File: src/hamming_encoder_defines.svh
// Assertion macros shared by the Hamming encoder RTL.
`ifndef HAMMING_ENCODER_DEFINES_SVH
`define HAMMING_ENCODER_DEFINES_SVH

// Same-cycle implication, sampled on i_clk and switched off while reset is low.
`define HME_ASSERT_IMPLY(lbl, ante, cons, msg) \
    lbl: assert property (@(posedge i_clk) disable iff (!i_rst_n) (ante) |-> (cons)) \
        else $error(msg);

// Next-cycle implication, sampled on i_clk and switched off while reset is low.
`define HME_ASSERT_NEXT(lbl, ante, cons, msg) \
    lbl: assert property (@(posedge i_clk) disable iff (!i_rst_n) (ante) |=> (cons)) \
        else $error(msg);

`endif

File: src/hme_pkg.sv
// Types, constants and helper functions shared by the Hamming encoder modules.
`default_nettype none

package hme_pkg;

    localparam int LEN_W      = 5;
    localparam int PCNT_W     = 3;
    localparam int CLEN_W     = 6;
    localparam int APB_ADDR_W = 3;
    localparam int APB_DATA_W = 32;

    localparam logic [LEN_W-1:0] DATA_LENGTH_RESET = 5'd4;
    localparam logic             PARITY_ODD_RESET  = 1'b0;

    // Register index, taken from the word address.
    localparam logic REG_DATA_LENGTH = 1'b0;
    localparam logic REG_PARITY_ODD  = 1'b1;

    typedef struct packed {
        logic [LEN_W-1:0]  len;
        logic [PCNT_W-1:0] pcount;
        logic [CLEN_W-1:0] code_len;
        logic              odd;
    } t_cfg;

    // Least p with 2^p >= len + p + 1.
    function automatic int parity_bits_for(int len);
        int p;
        p = 0;
        for (int q = 0; q < 7; q++) begin
            if ((1 << p) < len + p + 1) begin
                p = p + 1;
            end
        end
        return p;
    endfunction

    function automatic bit is_pow2(int pos);
        return (pos & (pos - 1)) == 0;
    endfunction

    // Order of the data bit held at a non-power-of-two Hamming position.
    function automatic int data_index(int pos);
        int lg;
        lg = 0;
        for (int b = 0; b < 7; b++) begin
            if ((pos >> b) > 1) begin
                lg = b + 1;
            end
        end
        return pos - lg - 2;
    endfunction

    // A length of zero counts as one; lengths beyond the build limit saturate.
    function automatic logic [LEN_W-1:0] eff_len(logic [LEN_W-1:0] raw, int max_len);
        logic [LEN_W-1:0] len;
        len = raw;
        if (raw == '0) begin
            len = LEN_W'(1);
        end else if (int'(raw) > max_len) begin
            len = LEN_W'(max_len);
        end
        return len;
    endfunction

    function automatic t_cfg derive_cfg(logic [LEN_W-1:0] raw, logic odd, int max_len);
        t_cfg c;
        int   len;
        int   p;
        len        = int'(eff_len(raw, max_len));
        p          = parity_bits_for(len);
        c.len      = LEN_W'(len);
        c.pcount   = PCNT_W'(p);
        c.code_len = CLEN_W'(len + p);
        c.odd      = odd;
        return c;
    endfunction

endpackage

`default_nettype wire

File: src/hme_cfg.sv
// Configuration registers of the Hamming encoder behind an APB-style port.
`default_nettype none

module hme_cfg
    import hme_pkg::*;
#(
    parameter int MAX_DATA_BITS = 26
) (
    input  wire logic                  i_clk,
    input  wire logic                  i_rst_n,
    input  wire logic                  psel,
    input  wire logic                  penable,
    input  wire logic                  pwrite,
    input  wire logic [APB_ADDR_W-1:0] paddr,
    input  wire logic [APB_DATA_W-1:0] pwdata,
    output logic      [APB_DATA_W-1:0] prdata,
    output logic                       pready,
    output t_cfg                       o_cfg
);

    logic [LEN_W-1:0] r_data_length;
    logic             r_parity_odd;
    t_cfg             r_cfg;
    logic             wr_en;
    logic             reg_idx;

    assign pready  = 1'b1;
    assign wr_en   = psel && penable && pwrite && pready;
    assign reg_idx = paddr[2];

    // The derived length and parity count are worked out as the register is written.
    always_ff @(posedge i_clk) begin
        if (!i_rst_n) begin
            r_data_length <= DATA_LENGTH_RESET;
            r_parity_odd  <= PARITY_ODD_RESET;
            r_cfg         <= derive_cfg(DATA_LENGTH_RESET, PARITY_ODD_RESET, MAX_DATA_BITS);
        end else if (wr_en) begin
            case (reg_idx)
                REG_DATA_LENGTH: begin
                    r_data_length <= pwdata[LEN_W-1:0];
                    r_cfg         <= derive_cfg(pwdata[LEN_W-1:0], r_parity_odd, MAX_DATA_BITS);
                end
                REG_PARITY_ODD: begin
                    r_parity_odd <= pwdata[0];
                    r_cfg.odd    <= pwdata[0];
                end
                default: begin
                end
            endcase
        end
    end

    always_comb begin
        case (reg_idx)
            REG_DATA_LENGTH: prdata = APB_DATA_W'(r_data_length);
            REG_PARITY_ODD:  prdata = APB_DATA_W'(r_parity_odd);
            default:         prdata = '0;
        endcase
    end

    assign o_cfg = r_cfg;

endmodule

`default_nettype wire

File: src/hme_enc.sv
// Combinational Hamming encoding of one data word: bit placement and parity trees.
`default_nettype none

module hme_enc
    import hme_pkg::*;
#(
    parameter  int MAX_DATA_BITS = 26,
    localparam int MAX_LEN       = (MAX_DATA_BITS < 31) ? MAX_DATA_BITS : 31,
    localparam int PMAX          = parity_bits_for(MAX_LEN),
    localparam int CW            = MAX_LEN + PMAX
) (
    input  wire logic [MAX_DATA_BITS-1:0] i_data,
    input  wire t_cfg                     i_cfg,
    output logic      [CW-1:0]            o_codeword
);

    localparam int SH_W    = $clog2(MAX_DATA_BITS + 1);

    logic [MAX_DATA_BITS-1:0] rev;
    logic [MAX_DATA_BITS-1:0] aligned;
    logic [SH_W-1:0]          shamt;
    logic [CW-1:0]            data_code;
    logic [PMAX-1:0]          par;

    // Reversing the word and shifting it down by (max - length) puts the
    // highest used input bit at index 0, the first data slot.
    always_comb begin
        for (int s = 0; s < MAX_DATA_BITS; s++) begin
            rev[MAX_DATA_BITS-1-s] = i_data[s];
        end
        shamt   = SH_W'(MAX_DATA_BITS) - SH_W'(i_cfg.len);
        aligned = rev >> shamt;
    end

    for (genvar pos = 1; pos <= CW; pos++) begin : g_slot
        if (is_pow2(pos)) begin : g_par_slot
            assign data_code[pos-1] = 1'b0;
        end else begin : g_data_slot
            localparam int K = data_index(pos);
            assign data_code[pos-1] = (int'(i_cfg.len) > K) ? aligned[K] : 1'b0;
        end
    end

    // Unused data slots are already zero, so each tree may span the full width.
    always_comb begin
        logic acc;
        acc = 1'b0;
        for (int i = 0; i < PMAX; i++) begin
            acc = i_cfg.odd;
            for (int pos = 1; pos <= CW; pos++) begin
                if (((pos >> i) & 1) != 0) begin
                    acc = acc ^ data_code[pos-1];
                end
            end
            par[i] = (i < int'(i_cfg.pcount)) ? acc : 1'b0;
        end
    end

    always_comb begin
        o_codeword = data_code;
        for (int i = 0; i < PMAX; i++) begin
            o_codeword[(1 << i) - 1] = par[i];
        end
    end

endmodule

`default_nettype wire

File: src/hamming_encoder.sv
// Hamming encoder top level: configuration port, input register, encoder and result register.
`default_nettype none
`include "hamming_encoder_defines.svh"

// Encodes one data word per transaction into a Hamming codeword of up to
// 31 bits at the default build, with parity bits at the power-of-two
// positions and data bits filling the rest, highest used input bit first.
// A word can be accepted in every clock cycle unless the input side stalls;
// its result is presented once the word has passed from the input register
// through the XOR trees into the result register. The input side stalls
// only when both registers hold words and the result is being held off.
// The data length and parity sense are set over the APB port, at byte
// addresses 0 and 4, and should only be changed while no word is in flight.

module hamming_encoder
    import hme_pkg::*;
#(
    parameter  int MAX_DATA_BITS = 26,
    localparam int MAX_LEN       = (MAX_DATA_BITS < 31) ? MAX_DATA_BITS : 31,
    localparam int PMAX          = parity_bits_for(MAX_LEN),
    localparam int CW            = MAX_LEN + PMAX,
    localparam int CL_W          = $clog2(CW + 1),
    localparam int PC_W          = $clog2(PMAX + 1)
) (
    input  wire logic                          i_clk,
    input  wire logic                          i_rst_n,
    input  wire logic                          psel,
    input  wire logic                          penable,
    input  wire logic                          pwrite,
    input  wire logic [APB_ADDR_W-1:0]         paddr,
    input  wire logic [APB_DATA_W-1:0]         pwdata,
    output logic      [APB_DATA_W-1:0]         prdata,
    output logic                               pready,
    input  wire logic                          i_in_valid,
    output logic                               o_in_stall,
    input  wire logic [MAX_DATA_BITS-1:0]      i_data_bits,
    output logic                               o_out_valid,
    input  wire logic                          i_out_stall,
    output logic      [CW-1:0]                 o_codeword,
    output logic      [CL_W-1:0]               o_code_length,
    output logic      [PC_W-1:0]               o_parity_count
);

    t_cfg                     cfg;
    logic                     r_s1_valid;
    logic [MAX_DATA_BITS-1:0] r_s1_data;
    logic                     r_out_valid;
    logic [CW-1:0]            r_codeword;
    logic [CL_W-1:0]          r_code_length;
    logic [PC_W-1:0]          r_parity_count;
    logic [CW-1:0]            enc_codeword;
    logic                     out_free;
    logic                     in_take;
    logic                     out_load;

    hme_cfg #(
        .MAX_DATA_BITS(MAX_DATA_BITS)
    ) u_cfg (
        .i_clk  (i_clk),
        .i_rst_n(i_rst_n),
        .psel   (psel),
        .penable(penable),
        .pwrite (pwrite),
        .paddr  (paddr),
        .pwdata (pwdata),
        .prdata (prdata),
        .pready (pready),
        .o_cfg  (cfg)
    );

    hme_enc #(
        .MAX_DATA_BITS(MAX_DATA_BITS)
    ) u_enc (
        .i_data    (r_s1_data),
        .i_cfg     (cfg),
        .o_codeword(enc_codeword)
    );

    // The result register frees up when it is empty or its transaction completes.
    assign out_free   = !r_out_valid || !i_out_stall;
    assign o_in_stall = r_s1_valid && !out_free;
    assign in_take    = i_in_valid && !o_in_stall;
    assign out_load   = r_s1_valid && out_free;

    always_ff @(posedge i_clk) begin
        if (!i_rst_n) begin
            r_s1_valid  <= 1'b0;
            r_out_valid <= 1'b0;
        end else begin
            if (!o_in_stall) begin
                r_s1_valid <= i_in_valid;
            end
            if (out_free) begin
                r_out_valid <= r_s1_valid;
            end
        end
    end

    always_ff @(posedge i_clk) begin
        if (in_take) begin
            r_s1_data <= i_data_bits;
        end
        if (out_load) begin
            r_codeword     <= enc_codeword;
            r_code_length  <= CL_W'(cfg.code_len);
            r_parity_count <= PC_W'(cfg.pcount);
        end
    end

    assign o_out_valid    = r_out_valid;
    assign o_codeword     = r_codeword;
    assign o_code_length  = r_code_length;
    assign o_parity_count = r_parity_count;

    `HME_ASSERT_IMPLY(a_stall_only_full, o_in_stall, r_s1_valid && r_out_valid, "input stalled with a free stage")
    `HME_ASSERT_NEXT(a_s1_held, r_s1_valid && o_in_stall, $stable(r_s1_data), "held input word overwritten")
    `HME_ASSERT_IMPLY(a_upper_zero, o_out_valid, (o_codeword >> o_code_length) == '0, "codeword bits set beyond code length")
    `HME_ASSERT_IMPLY(a_pcount_fits, o_out_valid, (32'd1 << o_parity_count) > 32'(o_code_length), "parity count too small for code length")

endmodule

`default_nettype wire

File: config.mk
export PLATFORM = sky130hd
export DESIGN_NAME = hamming_encoder
export DESIGN_NICKNAME = d
export VERILOG_FILES = /design/src/hme_pkg.sv /design/src/hme_cfg.sv /design/src/hme_enc.sv /design/src/hamming_encoder.sv
export VERILOG_INCLUDE_DIRS = /design/src /design/src/src
export SDC_FILE = /design/constraint.sdc
export NUM_CORES = 1
export LEC_CHECK = 0
export ABC_AREA = 0
export BUFFER_PORTS_ARGS = -buffer_cell sky130_fd_sc_hd__buf_2
export CAP_MARGIN = 20
export CORE_MARGIN = 8
export CORE_UTILIZATION = 50
export CTS_BUF_LIST = sky130_fd_sc_hd__clkbuf_8
export DETAILED_ROUTE_END_ITERATION = 8
export HOLD_SLACK_MARGIN = 0.03
export PLACE_DENSITY = 0.77
export SYNTH_ARGS = -nofsm -noshare
export SYNTH_HDL_FRONTEND = slang
export SYNTH_HIERARCHICAL = 1
export SYNTH_SLANG_ARGS = --single-unit
File: constraint.sdc
create_clock -name i_clk -period 30.6 [get_ports i_clk]
set_clock_uncertainty 0.15 [all_clocks]
set_input_delay 9.18 -clock i_clk [delete_from_list [all_inputs] [get_ports i_clk]]
set_output_delay 9.18 -clock i_clk [all_outputs]
set_load 0.005 [all_outputs]
==> results.yml <==
cts:
  clk_latency_ps: 380
  ctsResizeCount: 0
  htree_levels: 3
  ctsLongestPathBuffers: 2
  clockRootBuffer: "clkbuf_8"
  cts_buffers: 9
  tritoncts: "yes"
  hold_buffers: 0
  cts_setup_buffers: 0
  clkTransAtPathRegs_ps: 90
  clock_sinks: 87
synthesis:
  avgSynthCellArea_um2: 9.937
  synthesis.area_mm2: 0.008586
  synth_warnings: 6
  synthCells: 864
timing:
  finalCritPeriodShare: 0.8425
  setup-tns-final_ps: 0
  finalHoldViolations: 0
  maxSlewViolCount: 0
  rsz0062_at_grt: "false"
  period_needed_ps: 25780
  fmax_mhz: 38.79
  setup_viol: 0
  worstMarginPinSlew_ps: 1070
  max_slew_margin: 0.2847
critical_path:
  arrival_ps: 25910
  path_max_fanout: 9
  worst_setup_path_start_kind: "primary input"
  crit_path_max_incr_delay_ps: 520
  slowest_stage: "mux2i_1"
  crit_buf_inv: 7
  crit_family: "compound AO/OA/AOI/OAI gates"
  required_ps: 30730
  cpMostUsedCell: "ha_1"
  critPathCaptureType: "register"
  critical_path_class: "primary input to register"
final_layout:
  antennaDiodeCount: 0
  nNetsFinal: 1076
  n_fill_cell: 1536
  drive_gt1_frac: 0.2176
  area_growth_pct: 7.593
global_routing:
  grt_max_degree: 46
  antenna_found_initial: 0
  grt_use_total: 0.1760
  grt_pass1_wl_um: 31390
  first_global_vias: 6335
  overflow: 0
floorplanning:
  die_w_um: 147.0
  start_util: 0.5034
  io_pins: 142
  die_y_um: 147.0
  coreArea_mm2: 0.01706
  row_count: 48
  dieArea_mm2: 0.02162
routing:
  vias_per_cell: 5.729
  drc: 0
  wl_um: 19690
  first_pass_iters: 6
  drt-initial-drc-count: 481
  drt.antenna.violating_nets: 0
  via_count: 6634
  wl_per_cell_um: 17.01
place:
  place_congestion: 0.9822
  port_buffers: 84
  dp_hpwl_um: 15290
hold_path:
  worstHoldPathType: "register to register"
status:
  status: "completed"
job:
  max-cap-violations: 0
-- layout by cell type (no fill, tap or decap), types with 7 or more instances in the layout --
cell and instances:
buf_4 9, a211oi_1 15, nor2_1 41, mux4_2 12
inv_1 43, ha_1 74, nand2_1 63, xnor2_1 38
mux2_2 20, xnor3_1 7, a21oi_1 39, dfxtp_1 21
edfxtp_1 65, a21boi_0 8, nor2b_1 17, xor2_1 21
a211o_1 9, and3_1 7, a21o_1 12, a31oi_1 10
o211ai_1 10, and2_1 21, o21ai_0 30, clkbuf_8 9
buf_2 84, conb_1 32, nand3_1 15, nor3_1 15
mux2i_1 37, nand2b_1 8
-- routing by layer --
layer  part of all wire  vias to the layer above  track usage
met1               0.45                     3142       0.2301
li1                   -                     3221            -
met3              0.068                       38      0.03537
met2               0.46                      233       0.2810
met4              0.021                        0      0.06833
met5                  0                        -            0
-- flip-flops by register name, summed over array words and instances (netlist names) --
signal,flops
u_cfg/r_parity_odd,1
u_cfg/r_data_length,5
o_codeword,31
u_cfg/o_cfg,14
o_out_valid,1
r_s1_valid,1
o_parity_count,3
r_s1_data,26
o_code_length,5
-- worst paths after layout --
kind | slack (ps) | depth (start not counted) | endpoint | start
hold reg to reg | 290 | 0 | o_code_length[0]$_DFFE_PP_ | u_cfg/o_cfg[1]$_SDFFE_PN1P_
hold / removal | 290 | 0 | o_code_length[0]$_DFFE_PP_ | u_cfg/o_cfg[1]$_SDFFE_PN1P_
setup reg to reg | 25640 | 10 | o_codeword[0]$_DFFE_PP_ | u_cfg/o_cfg[10]$_SDFFE_PN0P_
setup / recovery | 4820 | 73 | u_cfg/o_cfg[5]$_SDFFE_PN0P_ | pwdata[2]
-- stage by stage --
stage | utilization | hold slack (ps) | setup WS [ps] | area [um2] | std cells
2_1_floorplan | - | 258.1 | 6439 | 8698 | 894
3_3_place_gp | 0.5286 | 263.4 | 4765 | 9016 | 1141
3_5_place_dp | 0.5286 | 269.2 | 4535 | 9016 | 1141
4_1_cts | 0.5400 | 291.8 | 4915 | 9210 | 1157
5_1_grt | 0.5416 | 309.6 | 3543 | 9238 | 1158
6_report | 0.5416 | 287.6 | 4820 | 9238 | 1158
-- cell type report --
type,count,area (um2),area share
clock inverter,7,70.07,0.007585
clock buffer,9,123.9,0.01341
tap,225,281.5,0.03048
timing repair buffer,94,515.5,0.05580
multi-input combinational,690,5678,0.6147
sequential,87,2394,0.2591
inverter,46,175.2,0.01896
Power is left out: the tool's default activity adds up to more than one toggle a clock period on the data nets, which glitch-free logic cannot reach.
